===== config.mk =====
export PLATFORM = sky130hd
export DESIGN_NAME = sorted_priority_queue_top_flat
export DESIGN_NICKNAME = d
export VERILOG_FILES = /design/src/sv/spq_pkg.sv /design/src/sv/spq_stream_if.sv /design/src/sv/spq_cell.sv /design/src/sv/sorted_priority_queue_top.sv /design/src/flat_wrapper.sv
export SDC_FILE = /design/constraint.sdc
export NUM_CORES = 2
export LEC_CHECK = 0
export BUFFER_PORTS_ARGS = -buffer_cell sky130_fd_sc_hd__buf_2
export CORE_MARGIN = 8
export CORE_UTILIZATION = 50
export DETAILED_ROUTE_END_ITERATION = 8
export PLACE_DENSITY = 0.66
export REMOVE_ABC_BUFFERS = 1
export SLEW_MARGIN = 20
export SYNTH_ARGS = -nofsm -noshare
export SYNTH_HDL_FRONTEND = slang
export SYNTH_SLANG_ARGS = --single-unit

===== constraint.sdc =====
create_clock -name i_clk -period 9.14 [get_ports i_clk]
set_input_delay 0 -clock i_clk [delete_from_list [all_inputs] [get_ports i_clk]]
set_output_delay 0 -clock i_clk [all_outputs]
set_load 0.03 [all_outputs]

===== src/sv/spq_pkg.sv =====
// ----------------------------------------------------------------------------
// Sorted priority queue package
// Field widths, operation and status codes, payload and cell control types.
// ----------------------------------------------------------------------------
package spq_pkg;

    localparam int KIND_W   = 2;
    localparam int TAG_IN_W = 16;
    localparam int PRIO_W   = 32;
    localparam int STATUS_W = 2;
    localparam int FILL_W   = 5;

    // operation codes
    localparam logic [KIND_W-1:0] KIND_INSERT = 2'd0;
    localparam logic [KIND_W-1:0] KIND_PEEK   = 2'd1;
    localparam logic [KIND_W-1:0] KIND_REMOVE = 2'd2;
    localparam logic [KIND_W-1:0] KIND_NOP    = 2'd3;

    // status codes
    localparam logic [STATUS_W-1:0] STATUS_OK    = 2'd0;
    localparam logic [STATUS_W-1:0] STATUS_EMPTY = 2'd1;
    localparam logic [STATUS_W-1:0] STATUS_FULL  = 2'd2;

    typedef struct packed {
        logic [KIND_W-1:0]          kind;
        logic [TAG_IN_W-1:0]        item_tag;
        logic signed [PRIO_W-1:0]   priority_req;
    } t_req;

    typedef struct packed {
        logic [TAG_IN_W-1:0]        out_tag;
        logic signed [PRIO_W-1:0]   out_priority;
        logic [STATUS_W-1:0]        status;
        logic [FILL_W-1:0]          fill_level;
    } t_rsp;

    // per-cycle command broadcast to every cell
    typedef struct packed {
        logic ins;
        logic rem;
    } t_cell_cmd;

endpackage


===== src/sv/spq_stream_if.sv =====
// ----------------------------------------------------------------------------
// Sorted priority queue stream channel
// Valid/ready channel carrying one item of the given payload type.
// ----------------------------------------------------------------------------
interface spq_stream_if #(
    parameter type t_payload = logic
);
    logic     valid;
    logic     ready;
    t_payload payload;

    modport source (output valid, output payload, input ready);
    modport sink   (input valid, input payload, output ready);
endinterface


===== src/sv/spq_cell.sv =====
// ----------------------------------------------------------------------------
// Sorted priority queue cell
// One queue slot: holds a priority and tag, shifts toward the back on an
// insert in front of it and toward the front on a remove.
// ----------------------------------------------------------------------------
module spq_cell
    import spq_pkg::*;
#(
    parameter int TAG_W = 16
) (
    input  logic                     i_clk,
    input  t_cell_cmd                i_cmd,
    input  logic                     i_valid,
    input  logic signed [PRIO_W-1:0] i_new_prio,
    input  logic [TAG_W-1:0]         i_new_tag,
    input  logic                     i_prev_ge,
    input  logic signed [PRIO_W-1:0] i_prev_prio,
    input  logic [TAG_W-1:0]         i_prev_tag,
    input  logic signed [PRIO_W-1:0] i_next_prio,
    input  logic [TAG_W-1:0]         i_next_tag,
    output logic                     o_ge,
    output logic signed [PRIO_W-1:0] o_prio,
    output logic [TAG_W-1:0]         o_tag
);

    logic signed [PRIO_W-1:0] r_prio;
    logic [TAG_W-1:0]         r_tag;
    logic signed [PRIO_W-1:0] n_prio;
    logic [TAG_W-1:0]         n_tag;

    // new entry belongs at or in front of this slot; empty slots always qualify
    assign o_ge = !i_valid || (i_new_prio <= r_prio);

    always_comb begin
        n_prio = r_prio;
        n_tag  = r_tag;
        if (i_cmd.ins) begin
            if (o_ge && i_prev_ge) begin
                n_prio = i_prev_prio;
                n_tag  = i_prev_tag;
            end else if (o_ge) begin
                n_prio = i_new_prio;
                n_tag  = i_new_tag;
            end
        end else if (i_cmd.rem) begin
            n_prio = i_next_prio;
            n_tag  = i_next_tag;
        end
    end

    always_ff @(posedge i_clk) begin
        r_prio <= n_prio;
        r_tag  <= n_tag;
    end

    assign o_prio = r_prio;
    assign o_tag  = r_tag;

endmodule


===== src/sv/sorted_priority_queue_top.sv =====
// ----------------------------------------------------------------------------
// Sorted priority queue, top level
// Min-priority queue held in a chain of DEPTH cells kept in ascending order.
// The result is registered in the cycle after acceptance. Throughput: one
// operation per cycle while results are taken; every cell updates in the same
// cycle from its neighbors, so no search or shift loop stalls the request
// side. Reset: synchronous active low; clears the entry count and the result
// valid. Cell contents are not reset, only slots below the count are read.
// ----------------------------------------------------------------------------
module sorted_priority_queue_top
    import spq_pkg::*;
#(
    parameter int DEPTH     = 16,
    parameter int TAG_WIDTH = 16
) (
    input  logic                 i_clk,
    input  logic                 i_rst_n,
    spq_stream_if.sink           i_req,
    spq_stream_if.source         o_rsp
);

    // stored tag width: only the low TAG_WIDTH bits of the tag field are kept
    localparam int TW = (TAG_WIDTH < TAG_IN_W) ? TAG_WIDTH : TAG_IN_W;
    localparam int CW = $clog2(DEPTH + 1);

    logic [CW-1:0] r_count;
    logic [CW-1:0] n_count;
    logic          r_out_valid;
    t_rsp          r_rsp;
    t_rsp          n_rsp;
    t_req          req;
    logic          fire;
    logic          full;
    logic          empty;
    t_cell_cmd     cmd;

    // cell chain wiring
    logic                     cell_ge   [DEPTH];
    logic signed [PRIO_W-1:0] cell_prio [DEPTH];
    logic [TW-1:0]            cell_tag  [DEPTH];
    logic [TW-1:0]            new_tag;

    assign req     = i_req.payload;
    assign new_tag = req.item_tag[TW-1:0];

    // output register frees the request side as soon as the result is taken;
    // no item is taken while reset is held
    assign i_req.ready = i_rst_n && (!r_out_valid || o_rsp.ready);
    assign fire        = i_req.valid && i_req.ready;

    assign full  = (r_count == CW'(DEPTH));
    assign empty = (r_count == '0);

    assign cmd.ins = fire && (req.kind == KIND_INSERT) && !full;
    assign cmd.rem = fire && (req.kind == KIND_REMOVE) && !empty;

    genvar gi;
    generate
        for (gi = 0; gi < DEPTH; gi++) begin : g_cell
            logic                     prev_ge;
            logic signed [PRIO_W-1:0] prev_prio;
            logic [TW-1:0]            prev_tag;
            logic signed [PRIO_W-1:0] next_prio;
            logic [TW-1:0]            next_tag;
            logic                     slot_valid;

            assign slot_valid = (CW'(gi) < r_count);

            if (gi == 0) begin : g_head
                // front slot has nothing ahead of it to shift in
                assign prev_ge   = 1'b0;
                assign prev_prio = '0;
                assign prev_tag  = '0;
            end else begin : g_body
                assign prev_ge   = cell_ge[gi-1];
                assign prev_prio = cell_prio[gi-1];
                assign prev_tag  = cell_tag[gi-1];
            end

            if (gi == DEPTH - 1) begin : g_tail
                // back slot drains to don't-care on remove; it is past the count
                assign next_prio = '0;
                assign next_tag  = '0;
            end else begin : g_inner
                assign next_prio = cell_prio[gi+1];
                assign next_tag  = cell_tag[gi+1];
            end

            spq_cell #(
                .TAG_W (TW)
            ) u_cell (
                .i_clk       (i_clk),
                .i_cmd       (cmd),
                .i_valid     (slot_valid),
                .i_new_prio  (req.priority_req),
                .i_new_tag   (new_tag),
                .i_prev_ge   (prev_ge),
                .i_prev_prio (prev_prio),
                .i_prev_tag  (prev_tag),
                .i_next_prio (next_prio),
                .i_next_tag  (next_tag),
                .o_ge        (cell_ge[gi]),
                .o_prio      (cell_prio[gi]),
                .o_tag       (cell_tag[gi])
            );
        end
    endgenerate

    // result and new count for the accepted item
    always_comb begin
        n_count            = r_count;
        n_rsp.out_tag      = '0;
        n_rsp.out_priority = '0;
        n_rsp.status       = STATUS_OK;
        unique case (req.kind)
            KIND_INSERT: begin
                if (full) begin
                    n_rsp.status = STATUS_FULL;
                end else begin
                    n_count = r_count + CW'(1);
                end
            end
            KIND_PEEK, KIND_REMOVE: begin
                if (empty) begin
                    n_rsp.status = STATUS_EMPTY;
                end else begin
                    n_rsp.out_tag      = TAG_IN_W'(cell_tag[0]);
                    n_rsp.out_priority = cell_prio[0];
                    if (req.kind == KIND_REMOVE) begin
                        n_count = r_count - CW'(1);
                    end
                end
            end
            KIND_NOP: begin
                n_count = r_count;
            end
            default: begin
                n_count = r_count;
            end
        endcase
        n_rsp.fill_level = FILL_W'(n_count);
    end

    always_ff @(posedge i_clk) begin
        if (!i_rst_n) begin
            r_count     <= '0;
            r_out_valid <= 1'b0;
        end else begin
            if (fire) begin
                r_count     <= n_count;
                r_out_valid <= 1'b1;
            end else if (o_rsp.ready) begin
                r_out_valid <= 1'b0;
            end
        end
    end

    always_ff @(posedge i_clk) begin
        if (fire) begin
            r_rsp <= n_rsp;
        end
    end

    assign o_rsp.valid   = r_out_valid;
    assign o_rsp.payload = r_rsp;

endmodule


===== src/flat_wrapper.sv =====
// flat-port wrapper written by rule: the top's interface ports become plain ports
module sorted_priority_queue_top_flat import spq_pkg::*;
#(
    parameter int DEPTH     = 16,
    parameter int TAG_WIDTH = 16
)
  (i_clk, i_rst_n, i_req_valid, i_req_payload, i_req_ready, o_rsp_valid, o_rsp_payload, o_rsp_ready);
  spq_stream_if #(.t_payload(t_req)) i_req_i ();
  spq_stream_if #(.t_payload(t_rsp)) o_rsp_i ();
  input  logic i_clk;
  input  logic i_rst_n;
  input wire logic [$bits(i_req_i.valid)-1:0] i_req_valid;
  input wire logic [$bits(i_req_i.payload)-1:0] i_req_payload;
  output wire logic [$bits(i_req_i.ready)-1:0] i_req_ready;
  output wire logic [$bits(o_rsp_i.valid)-1:0] o_rsp_valid;
  output wire logic [$bits(o_rsp_i.payload)-1:0] o_rsp_payload;
  input wire logic [$bits(o_rsp_i.ready)-1:0] o_rsp_ready;
  assign i_req_i.valid = i_req_valid;
  assign i_req_i.payload = i_req_payload;
  assign i_req_ready = i_req_i.ready;
  assign o_rsp_valid = o_rsp_i.valid;
  assign o_rsp_payload = o_rsp_i.payload;
  assign o_rsp_i.ready = o_rsp_ready;
  sorted_priority_queue_top #(.DEPTH(DEPTH), .TAG_WIDTH(TAG_WIDTH)) u_core (.i_clk(i_clk), .i_rst_n(i_rst_n), .i_req(i_req_i), .o_rsp(o_rsp_i));
endmodule

## Word-level counts from Yosys, hierarchy flattened

Index checks and enable logic that the tools add are counted.
W data, S select, Z words.

- Reduce and logical (&&, ||, !) cells: 79
- Div/mod/pow operators: 0
- Equal/unequal tests: 20
- Multipliers: 0
- Mux-type cells: 135
- Add/subtract/negate cells: 2
- Bitwise gates (word level): 1
- Shift-type cells: 0
- Magnitude comparators: 32

Operators by type and width:

| kind | count |
|---|---|
| $mux W32 | 63 |
| $mux W16 | 63 |
| $le A32 B32 Y1 | 16 |
| $ne A3 B3 Y1 const B | 15 |
| $lt A4 B5 Y1 const A | 8 |
| $reduce_and A2 Y1 | 16 |
| $logic_and A1 B1 Y1 | 21 |
| $lt A3 B5 Y1 const A | 4 |
| $logic_not A1 Y1 | 19 |
| $logic_or A1 B1 Y1 | 17 |
| $mux W5 | 3 |
| $pmux W5 S3 | 1 |
| $lt A1 B5 Y1 const A | 2 |
| $lt A2 B5 Y1 const A | 2 |
| $add A5 B1 Y5 const B | 1 |
| $eq A5 B5 Y1 const B | 1 |
| $logic_not A5 Y1 | 1 |
| $sub A5 B1 Y5 const B | 1 |
| $eq A2 B2 Y1 const B | 2 |
| $pmux W2 S2 | 1 |
| $reduce_bool A2 Y1 | 2 |
| $reduce_or A2 Y1 | 2 |
| $mux W1 | 3 |
| $eq A2 B1 Y1 const B | 1 |
| other kinds (4) | 4 |

- Bits in read-only memories: 0
- Flip-flop bits (word level): 829
- Memories kept: 0
- RAM bits: 0
- Output and inout port bits: 57
- Bits in latches: 0
- Word-level logic and storage cells: 307

## Depth between registers and ports, before layout

- Word-level depth: 8
- Mapped depth: 13

## By module

A second synthesis with hierarchy kept.

- Cells, all modules: 7548
- Area, all modules: 69285.2 µm²

By module, submodules not included:

| module | instances | area an instance (µm²) | cells each |
|---|---|---|---|
| spq_cell | 16 | 4151.5 | 457 |
| sorted_priority_queue_top | 1 | 2861.5 | 236 |

## Worst setup path before layout

OpenSTA, ideal clock, no wires.

- Path kind: reg-to-reg
- Start: reg u_core.r_out_valid (netlist: u_core.o_rsp.valid)
- End: reg u_core.g_cell[2].u_cell.r_prio[0] (enable)
- Arrival: 6.309 ns
- Clock period less this slack: 6.829 ns
- Stages on the path, launching flop included: 10
- Data required time: 8.620 ns
- Slack: 2.311 ns
- Library setup time: 0.520 ns
- Path through: dfxtp_1 > nand2b_1 > and2_1 > nand2_1 > clkinv_1 > nand3_1 > clkbuf_1 > clkbuf_1 > clkbuf_1 > o21ai_0

- Word-level cells in the longest chain between the ends: 8
- Elaborated cells on any way between the ends: 11
- Classes of those cells: 1 x eq/ne; 10 x reduce/logical

Ends and longest elaborated chain:

| what | RTL line | source |
|---|---|---|
| start: declaration | sorted_priority_queue_top.sv:28 | `logic r_out_valid;` |
| start signal: assignment | sorted_priority_queue_top.sv:147 | `r_out_valid <= 1'b0;` |
| start signal: assignment | sorted_priority_queue_top.sv:151 | `r_out_valid <= 1'b1;` |
| start signal: assignment | sorted_priority_queue_top.sv:153 | `r_out_valid <= 1'b0;` |
| $logic_not A1 Y1 (*) | sorted_priority_queue_top.sv:48 | `assign i_req.ready = i_rst_n && (!r_out_valid \|\| o_rsp.ready);` |
| $logic_or A1 B1 Y1 (*) | sorted_priority_queue_top.sv:48 |  |
| $logic_and A1 B1 Y1 (*) | sorted_priority_queue_top.sv:48 |  |
| via i_req_ready | flat_wrapper.sv:14 | `output wire logic [$bits(i_req_i.ready)-1:0] i_req_ready;` |
| $logic_and A1 B1 Y1 (*) | sorted_priority_queue_top.sv:49 | `assign fire = i_req.valid && i_req.ready;` |
| via u_core.fire | sorted_priority_queue_top.sv:32 | `logic fire;` |
| $logic_and A1 B1 Y1, on equally long branches (2 in a row) | sorted_priority_queue_top.sv:54, sorted_priority_queue_top.sv:55 |  |
| $ne A3 B3 Y1 (no source line) or $reduce_bool A2 Y1 (tied branches) | n/a |  |
| $reduce_and A2 Y1 (no source line) (*) | n/a |  |
| end signal: assignment | spq_cell.sv:52 | `r_prio <= n_prio;` |
| end: declaration | spq_cell.sv:26 | `logic signed [PRIO_W-1:0] r_prio;` |

Mark *: on every way through the listed nets, which the timed path passes. The rest lies on a longest branch.
A chain may end at the register's enable or synchronous reset.

## Final worst setup path

- Start: reg u_core.g_cell[13].u_cell.r_prio[23]
- End: reg u_core.g_cell[13].u_cell.r_prio[25] (data pin)

- Word-level cells in the longest chain between the ends: 5

Ends and longest elaborated chain:

| what | RTL line | source |
|---|---|---|
| start: declaration | spq_cell.sv:26 |  |
| start signal: assignment | spq_cell.sv:52 |  |
| $le A32 B32 Y1 | spq_cell.sv:32 | `assign o_ge = !i_valid \|\| (i_new_prio <= r_prio);` |
| $logic_or A1 B1 Y1 | spq_cell.sv:32 |  |
| $logic_and A1 B1 Y1 | spq_cell.sv:38 | `if (o_ge && i_prev_ge) begin` |
| $mux W32 | spq_cell.sv:38 |  |
| $mux W32 | spq_cell.sv:37 | `if (i_cmd.ins) begin` |
| via u_core.g_cell[13].u_cell.n_prio[25] | spq_cell.sv:28 | `logic signed [PRIO_W-1:0] n_prio;` |

The timed path passes the listed nets, and every way through them passes these cells.

==> flow_metrics.tcl <==
set metrics [dict create \
    outcome "finished, final reports clean" \
    cts.clk_slew.worst_paths_ns 0.06 \
    grt_setup_unrepaired "false" \
    portBuffers 110 \
    hp-class "in -> reg" \
    synth_area_leaders "edfxtp_1 (46%), ha_1 (12%), nand4_1 (6.3%)" \
    cts_hold_buf 48 \
    wl_mm 198 \
    max_stage_delay_ns 0.96 \
    nFillCells 9356 \
    chipHeight_um 344 \
    fin_util_pct 55.4 \
    synth_cells 5360 \
    switching_share_pct 26.9 \
    synth-main-ff-cell "edfxtp_1" \
    maxCapViolations 0 \
    final.min_clock_period_ns 5.52 \
    seq_power_share_pct 46.0 \
    vias_per_cell 7.07 \
    grtUsageTotal_pct 32.1 \
    yosysTopAreaCellShare_pct 46.0 \
    vdd_drop_max_uv 122 \
    ant_nets 0 \
    hold_viol_final 0 \
    synth_seq_cells 829 \
    first_global_vias 45873 \
    r2r_start "u_core.g_cell[13].u_cell.o_prio[23]" \
    cts_root_buffer "clkbuf_16" \
    totalNegativeSetupSlack_ns 0 \
    synthTopCellsByCount "edfxtp_1 (823), nand4_1 (544), inv_1 (523)" \
    share_comb_of_total_power_pct 11.6 \
    period_share_pct 60.4 \
    routedWlPerCell_um 29.2 \
    clock_skew_ns 0.0485 \
    p_sw_w 0.00254 \
    clock-sinks 829 \
    worstSkewPairLatency_ns 0.71 \
    cts_buffer_depth 3 \
    cts_tree "done" \
    crit_chain "inv_1 > ha_1 > and4_1 > nor4bb_1 > nor3b_1 > nor4_1 > or2_2 > buf_4 > nor2_4 > buf_4 > o221ai_1" \
    internal_power_w 0.00691 \
    tightestPinTransition_ns 1.23 \
    h-tree-depth 3 \
    r2r_cells 11 \
    firstDrtPassIters 7 \
    antenna_found_initial 6 \
    std_cell_rows 120 \
    vias 47771 \
    synth_area_leader_cell "edfxtp_1" \
    critPathCaptureType "flip-flop" \
    syn_to_final_growth_pct 10.1 \
    start_kind "flip-flop" \
    cts_setup_buffers 0 \
    hp-start "i_req_payload[27]" \
    grt_overflow 0 \
    drt_iter0_markers 6566 \
    async_reset_ff_share_pct 0 \
    synth_edf_count 823 \
    cp_common_cell "buf_4" \
    crit_required_ns 9.52 \
    pin_count 111 \
    netlist-cell-type-count 66 \
    leakage_nw 23.2 \
    drive_above_1_share_pct 7.42 \
    hpwl_mm 127 \
    critical_path.endpoint "u_core.g_cell[13].u_cell.o_prio[25]" \
    crit_fanout 31 \
    gp_congestion 0.946 \
    yosysMostFrequentCell "edfxtp_1" \
    power.density_nw_per_um2 160 \
    post_cts_resize_count 0 \
    yosysWarnings 0 \
    fin_hold_ws_ns 0.0424 \
    finish.net_count 5842 \
    synthesis.area_sq_um 53700 \
    setup_viol 0 \
    core_area_sq_um 107000 \
    r2r_end "u_core.g_cell[13].u_cell.o_prio[25]" \
    ys_seq_area_share_pct 46.2 \
    drcViolationCount 0 \
    crit_arrival_ns 5.89 \
    grt_pass1_wl_mm 291 \
    synth_area_per_cell_sq_um 10.0 \
    start_util_pct 50.3 \
    cts_buffers 98 \
    slew_violations 0 \
    dieArea_sq_um 118000 \
    grt_max_degree 190 \
    max_freq_mhz 181 \
    die_x_um 344 \
    power.share.clock_pct 42.5 \
    relSlewSlack_pct 17.5 \
    crit_start "u_core.g_cell[13].u_cell.o_prio[23]" \
    path_class "reg -> reg" \
    critPathSlowestCell "nor4bb_1" \
    r2r_slack_ns 3.62 \
]
per-layer routing:
| metal | global-route usage, % | vias up | part of all wire, % |
|---|---|---|---|
| met3 | 7.37 | 478 | 11 |
| met4 | 13.7 | 4 | 4.4 |
| met5 | 0 | - | 0.012 |
| met2 | 49.0 | 3098 | 44 |
| li1 | - | 20800 | - |
| met1 | 44.0 | 23391 | 41 |
flip-flops by register name (all words and copies together) (netlist names):
register / count
u_core.o_rsp.valid: 1
u_core.r_count: 5
u_core.o_rsp.payload: 55
u_core.g_cell.u_cell.o_tag: 256
u_core.g_cell.u_cell.o_prio: 512
logic make-up after synthesis:
group / after synthesis / synth area share, %
adders and majority gates: 518 / 12.1
DFF: 829 / 46.2
muxes: 57 / 1.07
AOI/OAI and AO/OA: 1360 / 17.6
buffers and inverters: 953 / 6.80
and+or+nand+nor: 1642 / 16.2
xor gates and xnor gates: 1 / 0.0163
cell type report:
type,count,area (sq um),area share [%]
diodes,4,10.0,0.0169
inverters,524,1970,3.33
multi-input cells,3578,25600,43.3
repair buffers,239,1770,2.99
well taps,1403,1760,2.97
clock buffers,126,2640,4.46
clock inverters,55,573,0.968
flip-flops and latches,829,24800,42.0
worst max-delay path, delay by kind of cell (launching register included):
family                   cells  cell delay [ns]
AND/OR/NAND/NOR              6             3.19
buffers and inverters        3             1.04
flip-flops                   1             0.42
adder cells (fa/ha/maj)      1             0.30
AO/OA/AOI/OAI                1             0.19
metrics by stage:
| step | power [W] | setup slack (ns) | instances | area [sq um] |
|---|---|---|---|---|
| 2_1_floorplan | 0.00512 | -32.66 | 4931 | 52000 |
| 3_3_place_gp | 0.00543 | 3.80 | 6522 | 55400 |
| 3_5_place_dp | 0.00546 | 3.76 | 6523 | 55400 |
| 4_1_cts | 0.00944 | 3.73 | 6752 | 59100 |
| 5_1_grt | 0.00969 | 3.76 | 6754 | 59200 |
| 6_report | 0.00945 | 3.62 | 6758 | 59200 |
power by group through the flow:
| stage | Clock [W] | Combinational (W) | Sequential [W] |
|---|---|---|---|
| 4_1_cts | 0.00404 | 0.00106 | 0.00434 |
| 3_3_place_gp | 0 | 0.00102 | 0.00442 |
| 2_1_floorplan | 0 | 0.000678 | 0.00445 |
| 3_5_place_dp | 0 | 0.00104 | 0.00442 |
| 6_report | 0.00401 | 0.00109 | 0.00434 |
| 5_1_grt | 0.00417 | 0.00117 | 0.00435 |
cells in the final DEF (no fill, tap or decap), types with 8 or more instances in the layout:
cell           netlist  routed
o211ai_1           220     220
nor3_1              39      38
mux2i_1             52      48
clkinv_2             0      21
and4_1              32      32
and2_1              55      53
o21ai_0            302     287
nor4_1             117     116
a221o_1            132     132
o221ai_1           218     218
bufinv_16            0       9
ha_1               518     517
a221oi_1            24      24
o21a_1               8       8
a21o_1              55      55
nand2_1            437     434
nor2_4               0      15
o21ai_4              0      15
nor2b_1             20      20
buf_2               36     110
a21oi_1            223     223
nand2b_1            11      11
a211oi_1             8       8
edfxtp_1           823     823
dlygate4sd3_1        0      48
clkbuf_16            0      99
a31oi_1            109     109
o31ai_1             12      12
a21boi_0            11      11
and3_1              59      59
clkinv_1             1      17
inv_1              523     523
nor2_1             141     126
clkbuf_1           363      21
nand3_1            154     153
buf_4                3      72
nand4_1            544     544
worst min-delay path by stage:
| stage | endpoint | slack, ns | cells past startpoint |
|---|---|---|---|
| 6_report | u_core.g_cell[12].u_cell.o_prio[27] | 0.04 | 3 |
| 5_1_grt | u_core.g_cell[12].u_cell.o_prio[26] | 0.05 | 3 |
| 4_1_cts | u_core.g_cell[12].u_cell.o_prio[2] | 0.002 | 3 |
| 3_5_place_dp | u_core.o_rsp.valid | 0.27 | 3 |
| 3_3_place_gp | u_core.o_rsp.valid | 0.26 | 3 |
| 2_1_floorplan | u_core.o_rsp.valid | 0.14 | 2 |
Power figures use the tool's default switching activity.
